<file path="src/rtl/core/obq_pkg.sv">
`default_nettype none

package obq_pkg;

    // Field and format widths
    localparam int COORD_W    = 32;
    localparam int AXIS_FRAC  = 14;
    localparam int AXIS_W     = AXIS_FRAC + 2;
    localparam int HALF_W     = COORD_W - 1;

    // Projection path
    localparam int DIFF_W     = COORD_W + 1;
    localparam int PROD_W     = DIFF_W + AXIS_W;
    localparam int SUM_W      = PROD_W + 1;
    localparam int LOC_W      = SUM_W - AXIS_FRAC;
    localparam int ERRD_W     = LOC_W + 1;

    // Distance test
    localparam int SQ_W       = 2 * HALF_W;
    localparam int D2_W       = SQ_W + 1;

    // World transform path
    localparam int WPROD_W    = COORD_W + AXIS_W;
    localparam int WSUM_W     = WPROD_W + 1;
    localparam int WLOC_W     = WSUM_W - AXIS_FRAC;
    localparam int WORLD_W    = WLOC_W + 1;

    localparam int NSTAGE     = 7;
    localparam int CFG_IDX_W  = 3;

    localparam logic signed [SUM_W-1:0]  RND_SUM  = SUM_W'(1 << (AXIS_FRAC - 1));
    localparam logic signed [WSUM_W-1:0] RND_WSUM = WSUM_W'(1 << (AXIS_FRAC - 1));
    localparam logic [AXIS_W-1:0]        AXIS_ONE = AXIS_W'(1 << AXIS_FRAC);

    typedef enum logic [CFG_IDX_W-1:0] {
        REG_CENTER_X = 3'd0,
        REG_CENTER_Y = 3'd1,
        REG_HALF_X   = 3'd2,
        REG_HALF_Y   = 3'd3,
        REG_AXIS_X   = 3'd4,
        REG_AXIS_Y   = 3'd5
    } t_reg_idx;

    typedef struct packed {
        logic signed [COORD_W-1:0] center_x;
        logic signed [COORD_W-1:0] center_y;
        logic        [HALF_W-1:0]  half_x;
        logic        [HALF_W-1:0]  half_y;
        logic signed [AXIS_W-1:0]  axis_x;
        logic signed [AXIS_W-1:0]  axis_y;
    } t_cfg;

    // Per-stage load enables, stage 1 in bit 0
    typedef logic [NSTAGE-1:0] t_stage_en;

    // Hand-off from the clamp stage to the resolve stages
    typedef struct packed {
        logic signed [COORD_W-1:0] clamp_i;
        logic signed [COORD_W-1:0] clamp_j;
        logic        [HALF_W-1:0]  err_i;
        logic        [HALF_W-1:0]  err_j;
        logic        [HALF_W-1:0]  radius;
        logic                      in_box;
        logic                      far;
    } t_clamp;

endpackage

`default_nettype wire

</file>
<file path="src/rtl/core/obq_clamp.sv">
`default_nettype none

module obq_clamp
    import obq_pkg::*;
(
    input  wire logic                    i_clk,
    input  wire t_stage_en               i_adv,
    input  wire t_cfg                    i_cfg,
    input  wire logic signed [LOC_W-1:0] i_loc_i,
    input  wire logic signed [LOC_W-1:0] i_loc_j,
    input  wire logic        [HALF_W-1:0] i_radius,
    output t_clamp                       o_clamp
);

    t_clamp r_clamp;

    logic signed [LOC_W-1:0]  w_h_i, w_h_j, w_c_i, w_c_j;
    logic signed [ERRD_W-1:0] w_d_i, w_d_j;
    logic        [ERRD_W-1:0] w_m_i, w_m_j;

    always_comb begin
        w_h_i = $signed({{(LOC_W - HALF_W){1'b0}}, i_cfg.half_x});
        w_h_j = $signed({{(LOC_W - HALF_W){1'b0}}, i_cfg.half_y});

        if (i_loc_i > w_h_i)       w_c_i = w_h_i;
        else if (i_loc_i < -w_h_i) w_c_i = -w_h_i;
        else                       w_c_i = i_loc_i;

        if (i_loc_j > w_h_j)       w_c_j = w_h_j;
        else if (i_loc_j < -w_h_j) w_c_j = -w_h_j;
        else                       w_c_j = i_loc_j;

        w_d_i = ERRD_W'(w_c_i) - ERRD_W'(i_loc_i);
        w_d_j = ERRD_W'(w_c_j) - ERRD_W'(i_loc_j);
        w_m_i = w_d_i[ERRD_W-1] ? ERRD_W'(-w_d_i) : ERRD_W'(w_d_i);
        w_m_j = w_d_j[ERRD_W-1] ? ERRD_W'(-w_d_j) : ERRD_W'(w_d_j);
    end

    always_ff @(posedge i_clk) begin
        if (i_adv[3]) begin
            r_clamp.clamp_i <= w_c_i[COORD_W-1:0];
            r_clamp.clamp_j <= w_c_j[COORD_W-1:0];
            r_clamp.err_i   <= w_m_i[HALF_W-1:0];
            r_clamp.err_j   <= w_m_j[HALF_W-1:0];
            r_clamp.radius  <= i_radius;
            r_clamp.in_box  <= (i_loc_i < w_h_i) && (i_loc_i > -w_h_i)
                            && (i_loc_j < w_h_j) && (i_loc_j > -w_h_j);
            // any error at or beyond 2^31 can never fall inside the radius
            r_clamp.far     <= (|w_m_i[ERRD_W-1:HALF_W]) || (|w_m_j[ERRD_W-1:HALF_W]);
        end
    end

    assign o_clamp = r_clamp;

endmodule

`default_nettype wire

</file>
<file path="config.mk">
export PLATFORM = sky130hd
export DESIGN_NAME = obq_clamp
export DESIGN_NICKNAME = d
export VERILOG_FILES = /design/src/rtl/core/obq_pkg.sv /design/src/rtl/core/obq_clamp.sv
export SDC_FILE = /design/constraint.sdc
export NUM_CORES = 1
export LEC_CHECK = 0
export ABC_AREA = 0
export ABC_CLOCK_PERIOD_IN_PS = 10600
export BUFFER_PORTS_ARGS = -buffer_cell sky130_fd_sc_hd__buf_2
export CAP_MARGIN = 10
export CORE_MARGIN = 2
export CORE_UTILIZATION = 25
export DETAILED_ROUTE_END_ITERATION = 16
export GPL_TIMING_DRIVEN = 0
export PLACE_DENSITY = 0.44
export SLEW_MARGIN = 20
export SYNTH_ARGS = -nofsm -noshare
export SYNTH_HDL_FRONTEND = slang
export SYNTH_SLANG_ARGS = --single-unit
</file>
<file path="constraint.sdc">
create_clock -name i_clk -period 10.6 [get_ports i_clk]
set_input_delay 1.06 -clock i_clk [delete_from_list [all_inputs] [get_ports i_clk]]
set_output_delay 1.06 -clock i_clk [all_outputs]
set_load 0.01 [all_outputs]
</file>
==> impl_metrics.env <==
export IMPL_power_density_nw_per_um2=136
export IMPL_htree_levels=4
export IMPL_ys_seq_area_share_pct=28.1
export IMPL_finalWirelength_mm=65.7
export IMPL_crit_path_max_fanout=10
export IMPL_first_global_vias=16543
export IMPL_root_buffer="clkbuf_16"
export IMPL_crit_start="i_cfg[34]"
export IMPL_slew_headroom_pct=36.5
export IMPL_fin_crit_ns=10.10
export IMPL_cp_end_kind="register"
export IMPL_worst_hold_slack_ns=0.749
export IMPL_yosysTopAreaCellShare_pct=28.1
export IMPL_final_cell_mix="buf_2 (326), ha_1 (208), a21oi_1 (174)"
export IMPL_holdBufCountCts=0
export IMPL_netlist_area_sq_um=17000
export IMPL_grtUsageTotal_pct=18.3
export IMPL_ys_seq_elements=159
export IMPL_multiInputGateArea_sq_um=11600
export IMPL_synth_area_per_cell_sq_um=8.42
export IMPL_final_hold_violation_count=0
export IMPL_finalSetupViolCount=0
export IMPL_syn2layout_area_growth_pct=21.4
export IMPL_cts_inserted_buffers=17
export IMPL_layout_drive_gt1_share_pct=18.7
export IMPL_synth_distinct_cells=90
export IMPL_critical_path_required_ns=10.80
export IMPL_syn_num_nets=2501
export IMPL_dp_hpwl_mm=55.6
export IMPL_worst_path_most_repeated_cell="a21o_1"
export IMPL_detail_route_antenna_nets=0
export IMPL_setup_ws_ns=0.500
export IMPL_gp_congestion=0.886
export IMPL_final_common_cell="buf_2"
export IMPL_tightest_slew_ns=0.928
export IMPL_numClockSinks=159
export IMPL_p_total_mw=2.80
export IMPL_ir_drop_mv=0.0713
export IMPL_dieWidth_um=265
export IMPL_io_buffers=316
export IMPL_clk_path_buf_depth=2
export IMPL_postLayoutCellArea_sq_um=20700
export IMPL_cts_tree="built"
export IMPL_setup_tns_ns=0
export IMPL_cp_arrival_ns=10.30
export IMPL_synth_top_area_cell="edfxtp_1"
export IMPL_drc=0
export IMPL_critical_path_class="in -> reg"
export IMPL_outcome="complete, no violations"
export IMPL_fin_crit_sh_pct=95.3
export IMPL_die_y_um=265
export IMPL_regArea_sq_um=4770
export IMPL_path_clk_slew_ns=0.07
export IMPL_p_leak_nw=8.92
export IMPL_fmax_ghz=0.0990
export IMPL_core_sq_um=67300
export IMPL_ys_warnings_count=0
export IMPL_n_fill_cell=7231
export IMPL_grt_start_max_net_pins=92
export IMPL_grt_pass1_wl_mm=98.1
export IMPL_final_util_pct=30.7
export IMPL_cp_slowest_cell="or4_1"
export IMPL_wire_per_inst_um=20.1
export IMPL_drv_slew=0
export IMPL_instances_no_fill=3261
export IMPL_syn_inst=2022
export IMPL_synth_main_ff_cell="edfxtp_1"
export IMPL_crit_path_max_incr_delay_ns=0.58
export IMPL_vias=16510
export IMPL_largest_register_ffs=159
export IMPL_rows=95
export IMPL_crit_end="o_clamp[0]"
export IMPL_num_nets_final=2846
export IMPL_place_ws_ns=-1.55
export IMPL_placed_cells=3213
export IMPL_firstDrtPassIters=5
export IMPL_die_area_sq_um=70200
export IMPL_design_portCount=428
export IMPL_hold_class="in -> reg"
export IMPL_start_util_pct=25.3
export IMPL_async_flop_share_pct=0
export IMPL_antenna_found_initial=14
export IMPL_synth_edf_count=159
export IMPL_max_cap_violations=0
export IMPL_place_area_sq_um=19700
export IMPL_gr_total_overflow=0
export IMPL_synthTopCellsByArea="edfxtp_1 (28%), ha_1 (15%), xnor2_1 (5.9%)"
export IMPL_via_per_inst=5.06
export IMPL_drt_iter0_markers=1053
export IMPL_critPathLaunchType="input pin"
## what timing repair did
| item | in CTS | in global routing |
|---|---|---|
| buffers inserted | 2 | 7 |
| gates resized for setup | 24 | 46 |
| pin swaps | 0 | 5 |
| setup endpoints to repair | 36 | 26 |
## layout make-up
cell class                 instances  share of cell area [%]
clock inverter                    13                   0.769
buffer                            70                    1.48
inverter                         165                    3.02
tap                              873                    5.29
multi-input combinational       1627                    56.0
timing repair buffer             327                    8.20
antenna                            8                  0.0969
sequential                       159                    23.1
clock buffer                      19                    2.09
## report_power, final
part / switching, mW / total (mW) / internal (mW)
combinational: 0.789 / 1.26 / 0.468
sequential: 0.0331 / 0.881 / 0.848
clock: 0.292 / 0.663 / 0.371
## worst max-delay path, delay by kind of cell
family	cells	cell delay, ns
AOI/OAI and AO/OA	17	3.66
xor gates and xnor gates	2	0.36
adders and majority gates	2	0.55
buffers and inverters	5	1.09
muxes	1	0.22
and+or+nand+nor	10	3.34
## cell usage after synthesis (all sizes together), types with 29 or more instances
master  number
ha         208
a21oi      183
nor2       170
inv        165
edfxtp     159
nand2      142
o21ai      137
xnor2      115
a21o        77
clkbuf      58
nand4       57
nor3        54
xor2        51
nand3       49
nor4        30
mux2i       29
## how the worst min path moves through the flow
stage,depth (start not counted),start,slack [ns],to
finish,1,i_radius[1],0.75,o_clamp[3]
global route,1,i_radius[30],0.71,o_clamp[32]
CTS,1,i_radius[15],0.70,o_clamp[17]
detailed placement,1,i_radius[26],1.24,o_clamp[28]
global placement,1,i_radius[23],1.24,o_clamp[25]
floorplan,0,i_radius[8],1.16,o_clamp[10]
## layer usage
metal  part of all wire (%)  wire (um)  vias to the layer above  track usage (%)
met5                   0.13         83                        -                0
met1                     44      28700                     7802             22.7
met4                    2.6       1720                       12             5.99
li1                       -          -                     8165                -
met3                    6.7       4370                       81             4.79
met2                     47      30800                      450             31.0
## kinds of logic (layout without fill, tap and decap cells)
logic type               Yosys count  count (layout)  synth area share [%]
AO/OA/AOI/OAI                    581             581                  21.7
XOR/XNOR                         166             166                  8.54
adder cells (fa/ha/maj)          210             210                  15.5
buffers and inverters            236             594                  5.33
flip-flops                       159             159                  28.1
multiplexers                      32              32                  1.90
other                              0               8                     0
AND/OR/NAND/NOR                  638             638                  18.9
Note: power is estimated with default switching activity, not from simulation.
