`config.mk`:
```
export PLATFORM = sky130hd
export DESIGN_NAME = obq_cfg
export DESIGN_NICKNAME = d
export VERILOG_FILES = /design/src/rtl/core/obq_pkg.sv /design/src/rtl/core/obq_cfg.sv
export SDC_FILE = /design/constraint.sdc
export NUM_CORES = 1
export LEC_CHECK = 0
export ABC_CLOCK_PERIOD_IN_PS = 1600
export CELL_PAD_IN_SITES_DETAIL_PLACEMENT = 1
export CELL_PAD_IN_SITES_GLOBAL_PLACEMENT = 1
export CORE_ASPECT_RATIO = 1.1
export CORE_MARGIN = 2
export CORE_UTILIZATION = 53
export CTS_BUF_LIST = sky130_fd_sc_hd__clkbuf_4
export CTS_CLUSTER_SIZE = 12
export DETAILED_ROUTE_END_ITERATION = 8
export DONT_BUFFER_PORTS = 1
export PLACE_DENSITY = 0.89
export SETUP_SLACK_MARGIN = 0.2
export SYNTH_ARGS = -nofsm -noshare
export SYNTH_HDL_FRONTEND = slang
export SYNTH_SLANG_ARGS = --single-unit
```
`constraint.sdc`:
```
create_clock -name i_clk -period 1.6 [get_ports i_clk]
set_input_delay 0.32 -clock i_clk [delete_from_list [all_inputs] [get_ports i_clk]]
set_output_delay 0.32 -clock i_clk [all_outputs]
set_load 0.05 [all_outputs]
```
`src/rtl/core/obq_pkg.sv`:
```
`default_nettype none

package obq_pkg;

    // Field and format widths
    localparam int COORD_W    = 32;
    localparam int AXIS_FRAC  = 14;
    localparam int AXIS_W     = AXIS_FRAC + 2;
    localparam int HALF_W     = COORD_W - 1;

    // Projection path
    localparam int DIFF_W     = COORD_W + 1;
    localparam int PROD_W     = DIFF_W + AXIS_W;
    localparam int SUM_W      = PROD_W + 1;
    localparam int LOC_W      = SUM_W - AXIS_FRAC;
    localparam int ERRD_W     = LOC_W + 1;

    // Distance test
    localparam int SQ_W       = 2 * HALF_W;
    localparam int D2_W       = SQ_W + 1;

    // World transform path
    localparam int WPROD_W    = COORD_W + AXIS_W;
    localparam int WSUM_W     = WPROD_W + 1;
    localparam int WLOC_W     = WSUM_W - AXIS_FRAC;
    localparam int WORLD_W    = WLOC_W + 1;

    localparam int NSTAGE     = 7;
    localparam int CFG_IDX_W  = 3;

    localparam logic signed [SUM_W-1:0]  RND_SUM  = SUM_W'(1 << (AXIS_FRAC - 1));
    localparam logic signed [WSUM_W-1:0] RND_WSUM = WSUM_W'(1 << (AXIS_FRAC - 1));
    localparam logic [AXIS_W-1:0]        AXIS_ONE = AXIS_W'(1 << AXIS_FRAC);

    typedef enum logic [CFG_IDX_W-1:0] {
        REG_CENTER_X = 3'd0,
        REG_CENTER_Y = 3'd1,
        REG_HALF_X   = 3'd2,
        REG_HALF_Y   = 3'd3,
        REG_AXIS_X   = 3'd4,
        REG_AXIS_Y   = 3'd5
    } t_reg_idx;

    typedef struct packed {
        logic signed [COORD_W-1:0] center_x;
        logic signed [COORD_W-1:0] center_y;
        logic        [HALF_W-1:0]  half_x;
        logic        [HALF_W-1:0]  half_y;
        logic signed [AXIS_W-1:0]  axis_x;
        logic signed [AXIS_W-1:0]  axis_y;
    } t_cfg;

    // Per-stage load enables, stage 1 in bit 0
    typedef logic [NSTAGE-1:0] t_stage_en;

    // Hand-off from the clamp stage to the resolve stages
    typedef struct packed {
        logic signed [COORD_W-1:0] clamp_i;
        logic signed [COORD_W-1:0] clamp_j;
        logic        [HALF_W-1:0]  err_i;
        logic        [HALF_W-1:0]  err_j;
        logic        [HALF_W-1:0]  radius;
        logic                      in_box;
        logic                      far;
    } t_clamp;

endpackage

`default_nettype wire

```
`src/rtl/core/obq_cfg.sv`:
```
`default_nettype none

module obq_cfg
    import obq_pkg::*;
(
    input  wire logic                 i_clk,
    input  wire logic                 i_rst_n,
    input  wire logic                 i_cfg_wr_en,
    input  wire logic [CFG_IDX_W-1:0] i_cfg_addr,
    input  wire logic [COORD_W-1:0]   i_cfg_wdata,
    output t_cfg                      o_cfg
);

    t_cfg r_cfg;

    always_ff @(posedge i_clk) begin
        if (!i_rst_n) begin
            r_cfg.center_x <= '0;
            r_cfg.center_y <= '0;
            r_cfg.half_x   <= '0;
            r_cfg.half_y   <= '0;
            r_cfg.axis_x   <= AXIS_ONE;
            r_cfg.axis_y   <= '0;
        end else if (i_cfg_wr_en) begin
            unique case (t_reg_idx'(i_cfg_addr))
                REG_CENTER_X: r_cfg.center_x <= i_cfg_wdata;
                REG_CENTER_Y: r_cfg.center_y <= i_cfg_wdata;
                REG_HALF_X:   r_cfg.half_x   <= i_cfg_wdata[HALF_W-1:0];
                REG_HALF_Y:   r_cfg.half_y   <= i_cfg_wdata[HALF_W-1:0];
                REG_AXIS_X:   r_cfg.axis_x   <= i_cfg_wdata[AXIS_W-1:0];
                REG_AXIS_Y:   r_cfg.axis_y   <= i_cfg_wdata[AXIS_W-1:0];
                default:      ; // drop writes to unmapped indexes
            endcase
        end
    end

    assign o_cfg = r_cfg;

endmodule

`default_nettype wire

```
==> results.json, run 1 <==
{
  "status": "stopped before the end",
  "stop_stage": "clock tree synthesis",
  "stop_error": "[ERROR DPL-0033] detailed placement checks failed during check placement.",
  "cts-resized-gates": 317,
  "yosysTopAreaCellShare_pct": 54.8,
  "row_count": 39,
  "syn_nets": 590,
  "clockRootBuffer": "clkbuf_4",
  "hold_buffers": 132,
  "die_h_um": 113,
  "synth_area_leaders": "dfxtp_1 (55%), mux2i_1 (27%), nand2_1 (12%), buf_6 (1.6%), clkbuf_1 (1.2%)",
  "cts_buffers": 17,
  "ys_seq_area_share_pct": 54.8,
  "ys_ff_latch": 158,
  "placed_cells": 664,
  "syn_inst": 552,
  "cts.sinks": 158,
  "port_buffers": 0,
  "netlist_area_um2": 5780,
  "cts.htree.levels": 4,
  "syn_area_per_cell_um2": 10.5,
  "gp_congestion": 0.741,
  "start_util_pct": 55.1,
  "die_w_um": 104,
  "synthDistinctLibCells": 12,
  "synth_warnings": 0,
  "synth_top_cell_by_area": "dfxtp_1",
  "ctsLongestPathBuffers": 2,
  "dp_hpwl_um": 10100,
  "post_cts_buffers": 0,
  "top_level_ports": 196
}
[through the flow]
stage	util (%)	setup slack [ps]	cell area [um2]	hold WS (ps)
2_1_floorplan	-	392	5780	480
3_3_place_gp	55.6	341	5840	450
3_5_place_dp	55.6	269	5840	487
[kinds of logic after synthesis]
| family | Yosys count | share of synthesized area (%) |
|---|---|---|
| muxes | 158 | 27.4 |
| buffers and inverters | 39 | 4.03 |
| DFF | 158 | 54.8 |
| and+or+nand+nor | 197 | 13.8 |
[cells in the mapped netlist, drive strengths merged]
| library cell | count |
|---|---|
| mux2i | 158 |
| nand4bb | 2 |
| nor2b | 2 |
| clkbuf | 18 |
| nand2 | 189 |
| nor4b | 1 |
| and4bb | 1 |
| dfxtp | 158 |
| nand4b | 2 |
| buf | 21 |
==> inputs of run 2 (changes only) <==
==> config.mk (replaced) <==
export PLATFORM = sky130hd
export DESIGN_NAME = obq_cfg
export DESIGN_NICKNAME = d
export VERILOG_FILES = /design/src/rtl/core/obq_pkg.sv /design/src/rtl/core/obq_cfg.sv
export SDC_FILE = /design/constraint.sdc
export NUM_CORES = 1
export LEC_CHECK = 0
export ABC_CLOCK_PERIOD_IN_PS = 1600
export CORE_MARGIN = 2
export CORE_UTILIZATION = 40
export DETAILED_ROUTE_END_ITERATION = 8
export DONT_BUFFER_PORTS = 1
export PLACE_DENSITY_LB_ADDON = 0.15
export SYNTH_ARGS = -nofsm -noshare
export SYNTH_HDL_FRONTEND = slang
export SYNTH_SLANG_ARGS = --single-unit
==> run 2 against run 1 <==
The run now ends clean. Synthesized cell count stayed put. Area after synthesis is the same.
==> results.json, run 2 <==
{
  "cts_buffers": 17,
  "rsz0062_at_grt": "no",
  "ys.flop_type": "dfxtp_1",
  "netlist_area_um2": 5780,
  "ys_seq_area_share_pct": 54.8,
  "die_area_um2": 15400,
  "clk_pin_slew_ps": 60,
  "dp_hpwl_um": 8720,
  "yosysTopAreaCellShare_pct": 54.8,
  "gp_congestion": 0.722,
  "tightestPinTransition_ps": 569,
  "async_reset_ff_share_pct": 0,
  "row_count": 43,
  "net-switching-power_mw": 2.08,
  "report.final.slew_viol_count": 0,
  "cp.required_ps": 1280,
  "ctsLongestPathBuffers": 2,
  "synth_area_leaders": "dfxtp_1 (55%), mux2i_1 (27%), nand2_1 (12%), buf_6 (1.6%), clkbuf_1 (1.2%)",
  "swShare_pct": 23.9,
  "rr_worst_depth": 2,
  "layout_commonest_cell": "nand2_1",
  "grt_max_degree": 192,
  "dr_total_vias": 3750,
  "cp-end-kind": "output port",
  "skew_ps": 0,
  "drive_above_1_share_pct": 6.91,
  "setup_tns_ps": 0,
  "combPwrFrac_pct": 3.1,
  "finalSetupViolCount": 0,
  "synth_common_cells": "nand2_1 (189), dfxtp_1 (158), mux2i_1 (158)",
  "viasPerCell": 5.14,
  "antenna_found_initial": 0,
  "finalNetCount": 576,
  "die_w_um": 124,
  "grt_pass1_vias": 3828,
  "worstSetupStartpointType": "flip-flop",
  "grt_pass1_wl_um": 21300,
  "finalCritPeriodShare_pct": 88.2,
  "diodes": 0,
  "die_h_um": 124,
  "totalPowerFinal_mw": 8.69,
  "crit_path_max_fanout": 2,
  "cts_tree": "built",
  "cts.htree.levels": 4,
  "sequentialPowerShare_pct": 50.5,
  "drt_iter0_markers": 216,
  "hold_path_class": "primary input to flip-flop",
  "wl_per_cell_um": 18.8,
  "syn_area_per_cell_um2": 10.5,
  "syn_nets": 590,
  "synth_top_cell_by_area": "dfxtp_1",
  "place_area_um2": 5880,
  "finalInstanceArea_um2": 6470,
  "holdPathStages": 2,
  "hold_path.startpoint": "i_rst_n",
  "power.leakage_nw": 2.87,
  "worst-r2r-setup-slack_ps": 570,
  "power_frac_clock_pct": 46.5,
  "drt-pass1-iter-count": 4,
  "period_needed_ps": 1410,
  "cts-resized-gates": 0,
  "finish.utilization_pct": 46.2,
  "max_cap_violations": 0,
  "final_cell_mix": "nand2_1 (189), mux2i_1 (158), dfxtp_1 (158)",
  "rr_startpoint": "o_cfg[31]",
  "hold_path_end": "o_cfg[122]",
  "synthDistinctLibCells": 12,
  "hold_buffers": 0,
  "largest_reg_flops": 158,
  "crit_cells": 0,
  "track_usage_pct": 18.3,
  "worstSetupPathType": "flip-flop to output port",
  "clockRootBuffer": "clkbuf_16",
  "post_cts_buffers": 0,
  "grt_overflow": 0,
  "port_buffers": 0,
  "synth_edf_count": 0,
  "ir_drop_v": 0.000658,
  "clock.fmax_ghz": 0.709,
  "wirelength_um": 13700,
  "reg2reg_to": "o_cfg[31]",
  "whs_ps": 59.3,
  "start_util_pct": 41.3,
  "cts.sinks": 158,
  "clk_latency_ps": 410,
  "area_growth_pct": 12.0,
  "intPower_mw": 6.61,
  "synth_warnings": 0,
  "finalHoldViolations": 0,
  "core_area_um2": 14000,
  "synth.most_common_cell": "nand2_1",
  "ys_ff_latch": 158,
  "top_level_ports": 196,
  "arrival_ps": 1090,
  "relSlewSlack_pct": 62.0,
  "status": "finished, final reports clean",
  "drc": 0,
  "p_per_area_nw_per_um2": 1340,
  "syn_inst": 552,
  "ant_nets": 0
}
==> run 2: cell counts after synthesis <==
No cell type changed its count.
==> run 2: power groups by stage <==
stage                     Clock, mW  Sequential [mW]  Combinational [mW]
final                          4.04             4.39               0.266
after global routing           4.31             4.40               0.296
after CTS                      4.14             4.39               0.271
after detailed placement          0             4.48               0.271
after global placement            0             4.48               0.262
after floorplan                   0             4.45               0.273
==> run 2: logic make-up (layout without fill, tap and decap cells) <==
| group | Yosys count | in the layout | synth area share (%) |
|---|---|---|---|
| buffers and inverters | 39 | 37 | 4.03 |
| multiplexers | 158 | 158 | 27.4 |
| AND/OR/NAND/NOR | 197 | 197 | 13.8 |
| flip-flops | 158 | 158 | 54.8 |
==> run 2: worst max path at each step <==
stage | start | end | slack [ps]
2_1_floorplan | i_cfg_addr[1] | o_cfg[135] | 390
3_3_place_gp | i_cfg_addr[1] | o_cfg[153] | 390
3_5_place_dp | i_cfg_addr[2] | o_cfg[110] | 340
4_1_cts | o_cfg[72] | o_cfg[72] | 160
5_1_grt | o_cfg[124] | o_cfg[124] | 150
6_report | o_cfg[72] | o_cfg[72] | 190
==> run 2: through the flow <==
stage | cells | setup slack [ps]
floorplan | 552 | 392
global placement | 699 | 387
detailed placement | 699 | 341
CTS | 730 | 165
global route | 730 | 148
finish | 730 | 190
==> run 2: area by class of cell <==
cell class | instances | area [um2]
fillers | 1320 | 7520
flip-flops and latches | 158 | 3160
multi-input cells | 355 | 2400
clock buffers | 20 | 447
well taps | 180 | 225
clock inverters | 11 | 143
repair buffers | 6 | 95.1
==> run 2: routing by layer <==
metal,up-vias,part of all wire (%),track usage (%)
li1,1801,-,-
met1,1811,44,22.8
met2,128,44,28.1
met3,10,10,8.42
met4,0,0.79,5.90
met5,-,0,0
Power figures use the tool's default switching activity.
==> inputs of run 3 (changes only) <==
--- a/config.mk
+++ b/config.mk
@@ -6,6 +6,8 @@
 export NUM_CORES = 1
 export LEC_CHECK = 0
 export ABC_CLOCK_PERIOD_IN_PS = 1600
+export CELL_PAD_IN_SITES_DETAIL_PLACEMENT = 0
+export CELL_PAD_IN_SITES_GLOBAL_PLACEMENT = 1
 export CORE_MARGIN = 2
 export CORE_UTILIZATION = 40
 export DETAILED_ROUTE_END_ITERATION = 8
==> run 3 against run 2 <==
Clock-buffer cell count rose by 1. Non-clock buffer count increased by 1. Sequential power about the same. Die area stayed put.
==> results.json, run 3 (synthesized netlist as in run 2, its figures left out) <==
{
  "cts.sinks": 158,
  "clockRootBuffer": "clkbuf_16",
  "cts_buffers": 17,
  "largest_reg_flops": 158,
  "clk_pin_slew_ps": 60,
  "core_area_um2": 14000,
  "cts_tree": "built",
  "wl_met3_um": 1580,
  "rr_startpoint": "o_cfg[44]",
  "layout_commonest_cell": "nand2_1",
  "clk_latency_ps": 420,
  "highest_layer": "met4",
  "die_h_um": 124,
  "reg2reg_to": "o_cfg[44]",
  "setup_tns_ps": 0,
  "max_cap_violations": 0,
  "cp.required_ps": 1280,
  "area_growth_pct": 11.5,
  "rsz0062_at_grt": "no",
  "drive_above_1_share_pct": 6.57,
  "skew_ps": 0,
  "drt-pass1-iter-count": 4,
  "finalHoldViolations": 0,
  "report.final.slew_viol_count": 0,
  "drt_iter0_markers": 160,
  "place_ws_ps": 275,
  "crit_path_end": "o_cfg[63]",
  "crit_path_max_fanout": 2,
  "wl_met1_um": 5640,
  "cp-end-kind": "output port",
  "crit_cells": 0,
  "grt_max_degree": 192,
  "worstSetupPathType": "flip-flop to output port",
  "dp_hpwl_um": 8720,
  "grt_pass1_vias": 3646,
  "status": "finished, final reports clean",
  "ctsLongestPathBuffers": 2,
  "p_per_area_nw_per_um2": 1340,
  "die_w_um": 124,
  "met2_length_um": 6370,
  "diodes": 0,
  "antenna_found_initial": 0,
  "viasPerCell": 5.15,
  "gp_congestion": 0.755,
  "finalNetCount": 577,
  "final_cell_mix": "nand2_1 (189), mux2i_1 (158), dfxtp_1 (158)",
  "rr_worst_depth": 2,
  "arrival_ps": 1090,
  "die_area_um2": 15400,
  "hold_buffers": 0,
  "finalSetupViolCount": 0,
  "row_count": 43,
  "cts.htree.levels": 4,
  "crit_start": "o_cfg[63]",
  "cts-resized-gates": 0,
  "worst-r2r-setup-slack_ps": 580,
  "tightestPinTransition_ps": 618,
  "post-route-worst-setup-slack_ps": 193,
  "relSlewSlack_pct": 58.8,
  "power.leakage_nw": 2.85,
  "finalCritPeriodShare_pct": 87.9,
  "hold_path_class": "primary input to flip-flop",
  "grt_overflow": 0,
  "start_util_pct": 41.3,
  "grt_pass1_wl_um": 20800,
  "dr_total_vias": 3748,
  "ant_nets": 0,
  "drc": 0,
  "wirelength_um": 13800,
  "period_needed_ps": 1410,
  "port_buffers": 0,
  "top_level_ports": 196,
  "wl_per_cell_um": 19.0,
  "post_cts_buffers": 0,
  "ir_drop_v": 0.000713,
  "clock.fmax_ghz": 0.711,
  "track_usage_pct": 18.0,
  "worstSetupStartpointType": "flip-flop"
}
==> run 3: cell count changes in the layout (fill, tap and decap cells not counted), sizes merged <==
cell and change:
clkinv -4, buf +1, clkbuf +1
==> run 3: layer usage <==
| layer | track usage [%] | vias up |
|---|---|---|
| met4 | 7.44 | 0 |
| met1 | 20.8 | 1804 |
| met2 | 28.3 | 132 |
| li1 | - | 1795 |
| met3 | 9.07 | 17 |
| met5 | 0 | - |
==> run 3: worst reg2reg max path, delay by kind of cell (launching register included) <==
family,cells,cell delay (ps)
mux,1,180
flops,1,630
simple gates,1,140
==> run 3: through the flow <==
step | utilization, % | total power [mW] | area, um2 | cells | hold WS, ps
after detailed placement | 41.9 | 4.75 | 5860 | 700 | 461
final | 46.0 | 8.64 | 6440 | 728 | 51.1
after floorplan | - | 4.72 | 5780 | 552 | 480
after global routing | 46.0 | 8.95 | 6440 | 728 | 41.5
after global placement | 41.9 | 4.74 | 5860 | 700 | 450
after CTS | 46.0 | 8.75 | 6440 | 728 | 40.4
==> run 3: layout make-up <==
class                           count  area [um2]
Clock buffer                       21         460
Clock inverter                      7         115
Fill cell                        1309        7550
Multi-Input combinational cell    355        2400
Sequential cell                   158        3160
Tap cell                          180         225
Timing Repair Buffer                7        77.6
==> run 3: how the worst min path moves through the flow <==
| stage | endpoint | start | depth (start not counted) | slack, ps |
|---|---|---|---|---|
| 6_report | o_cfg[153] | i_rst_n | 2 | 50 |
| 5_1_grt | o_cfg[157] | i_rst_n | 2 | 40 |
| 4_1_cts | o_cfg[157] | i_rst_n | 2 | 40 |
| 3_5_place_dp | o_cfg[17] | o_cfg[17] | 2 | 460 |
| 3_3_place_gp | o_cfg[17] | o_cfg[17] | 2 | 450 |
| 2_1_floorplan | o_cfg[30] | i_cfg_wdata[14] | 2 | 480 |
==> run 3: power by group <==
group | switching [mW] | internal, mW | total (mW)
logic | 0.155 | 0.109 | 0.264
registers | 0.365 | 4.02 | 4.39
clock network | 1.50 | 2.50 | 3.99
==> inputs of run 4 (changes only) <==
--- a/config.mk
+++ b/config.mk
@@ -13,6 +13,7 @@
 export DETAILED_ROUTE_END_ITERATION = 8
 export DONT_BUFFER_PORTS = 1
 export PLACE_DENSITY_LB_ADDON = 0.15
+export REMOVE_ABC_BUFFERS = 1
 export SYNTH_ARGS = -nofsm -noshare
 export SYNTH_HDL_FRONTEND = slang
 export SYNTH_SLANG_ARGS = --single-unit
==> run 4 against run 3 <==
Hold slack improved by 4.3 ps. Critical path depth unchanged. Register-to-register slack about the same. Total power increased by 0.42%. Largest cell class unchanged. Final cell count increased by 0.41%. Clock power increased by 1%.
==> results.json, run 4 (synthesized netlist as in run 2, its figures left out) <==
{
  "status": "finished, final reports clean",
  "skew_ps": 0,
  "finalHoldViolations": 0,
  "grt_pass1_vias": 3596,
  "final_cell_mix": "nand2_1 (189), mux2i_1 (158), dfxtp_1 (158)",
  "hold_buffers": 0,
  "worstSetupStartpointType": "flip-flop",
  "antenna_found_initial": 0,
  "cts-resized-gates": 0,
  "ant_nets": 0,
  "finish.utilization_pct": 46.2,
  "clock.fmax_ghz": 0.711,
  "die_w_um": 124,
  "top_level_ports": 196,
  "cts_buffers": 17,
  "clk_pin_slew_ps": 60,
  "dp_hpwl_um": 8300,
  "post_cts_buffers": 0,
  "core_area_um2": 14000,
  "gp_congestion": 0.685,
  "cts.sinks": 158,
  "die_h_um": 124,
  "finalInstanceArea_um2": 6460,
  "die_area_um2": 15400,
  "viasPerCell": 5.01,
  "max_cap_violations": 0,
  "wirelength_um": 13400,
  "arrival_ps": 1090,
  "clockRootBuffer": "clkbuf_16",
  "dr_total_vias": 3659,
  "report.final.slew_viol_count": 0,
  "placed_cells": 699,
  "rr_worst_depth": 2,
  "ctsLongestPathBuffers": 2,
  "totalPowerFinal_mw": 8.68,
  "finalSetupViolCount": 0,
  "period_needed_ps": 1410,
  "grt_overflow": 0,
  "drt-pass1-iter-count": 4,
  "p_per_area_nw_per_um2": 1340,
  "grt_pass1_wl_um": 20100,
  "drt_iter0_markers": 159,
  "row_count": 43,
  "drive_above_1_share_pct": 7.26,
  "largest_reg_flops": 158,
  "cts.htree.levels": 4,
  "crit_path_max_fanout": 2,
  "cts_tree": "built",
  "ir_drop_v": 0.000688,
  "stdcell_count": 731,
  "clk_latency_ps": 410,
  "port_buffers": 0,
  "relSlewSlack_pct": 58.0,
  "layout_commonest_cell": "nand2_1",
  "start_util_pct": 41.3,
  "whs_ps": 55.5,
  "grt_max_degree": 192,
  "area_growth_pct": 11.9,
  "diodes": 0,
  "tightestPinTransition_ps": 630,
  "place_area_um2": 5850,
  "finalNetCount": 576,
  "holdPathStages": 2,
  "crit_cells": 0,
  "cp-end-kind": "output port",
  "hold_path_class": "primary input to flip-flop",
  "wl_per_cell_um": 18.4,
  "rsz0062_at_grt": "no",
  "worstSetupPathType": "flip-flop to output port",
  "finalCritPeriodShare_pct": 87.9,
  "drc": 0,
  "cp.required_ps": 1280,
  "power.leakage_nw": 2.87,
  "track_usage_pct": 17.3
}
## run 4: cell types whose count changed in the layout (fill, tap and decap cells not counted)
cell / delta
clkbuf_8: +3
buf_4: -1
clkinv_4: +2
bufinv_16: -1
clkbuf_1: -1
clkinv_2: +1
## run 4: per-layer routing
layer / vias up / global-route usage, % / share of wire (%)
met5: - / 0 / 0
met4: 0 / 5.48 / 1.2
met3: 15 / 10.1 / 13
met2: 137 / 27.2 / 45
met1: 1713 / 19.8 / 41
li1: 1794 / - / -
## run 4: layout make-up
cell class,count,area [um2]
fillers,1323,7530
clock inverters,9,108
well taps,180,225
flip-flops and latches,158,3160
multi-input cells,355,2400
clock buffers,23,498
repair buffers,6,70.1
## run 4: path summary, 6_finish.rpt
path	to	slack (ps)	startpoint
min reg2reg	o_cfg[110]	700	o_cfg[110]
max	o_cfg[98]	190	o_cfg[98]
max reg2reg	o_cfg[70]	580	o_cfg[70]
min	o_cfg[122]	60	i_rst_n
## run 4: worst register-to-register path, stage by stage, from the launching register on
cell     delay, ps
dfxtp_1        650
nand2_1        120
mux2i_1        180
## run 4: power by group
group          switching [mW]  internal [mW]  total (mW)
combinational           0.145          0.109       0.254
clock                    1.53           2.50        4.04
sequential              0.368           4.02        4.39
## run 4: stage by stage
stage,setup TNS [ps],worst slack (ps)
finish,0,194
global route,0,142
CTS,0,169
detailed placement,0,288
global placement,0,320
floorplan,-58800,-646
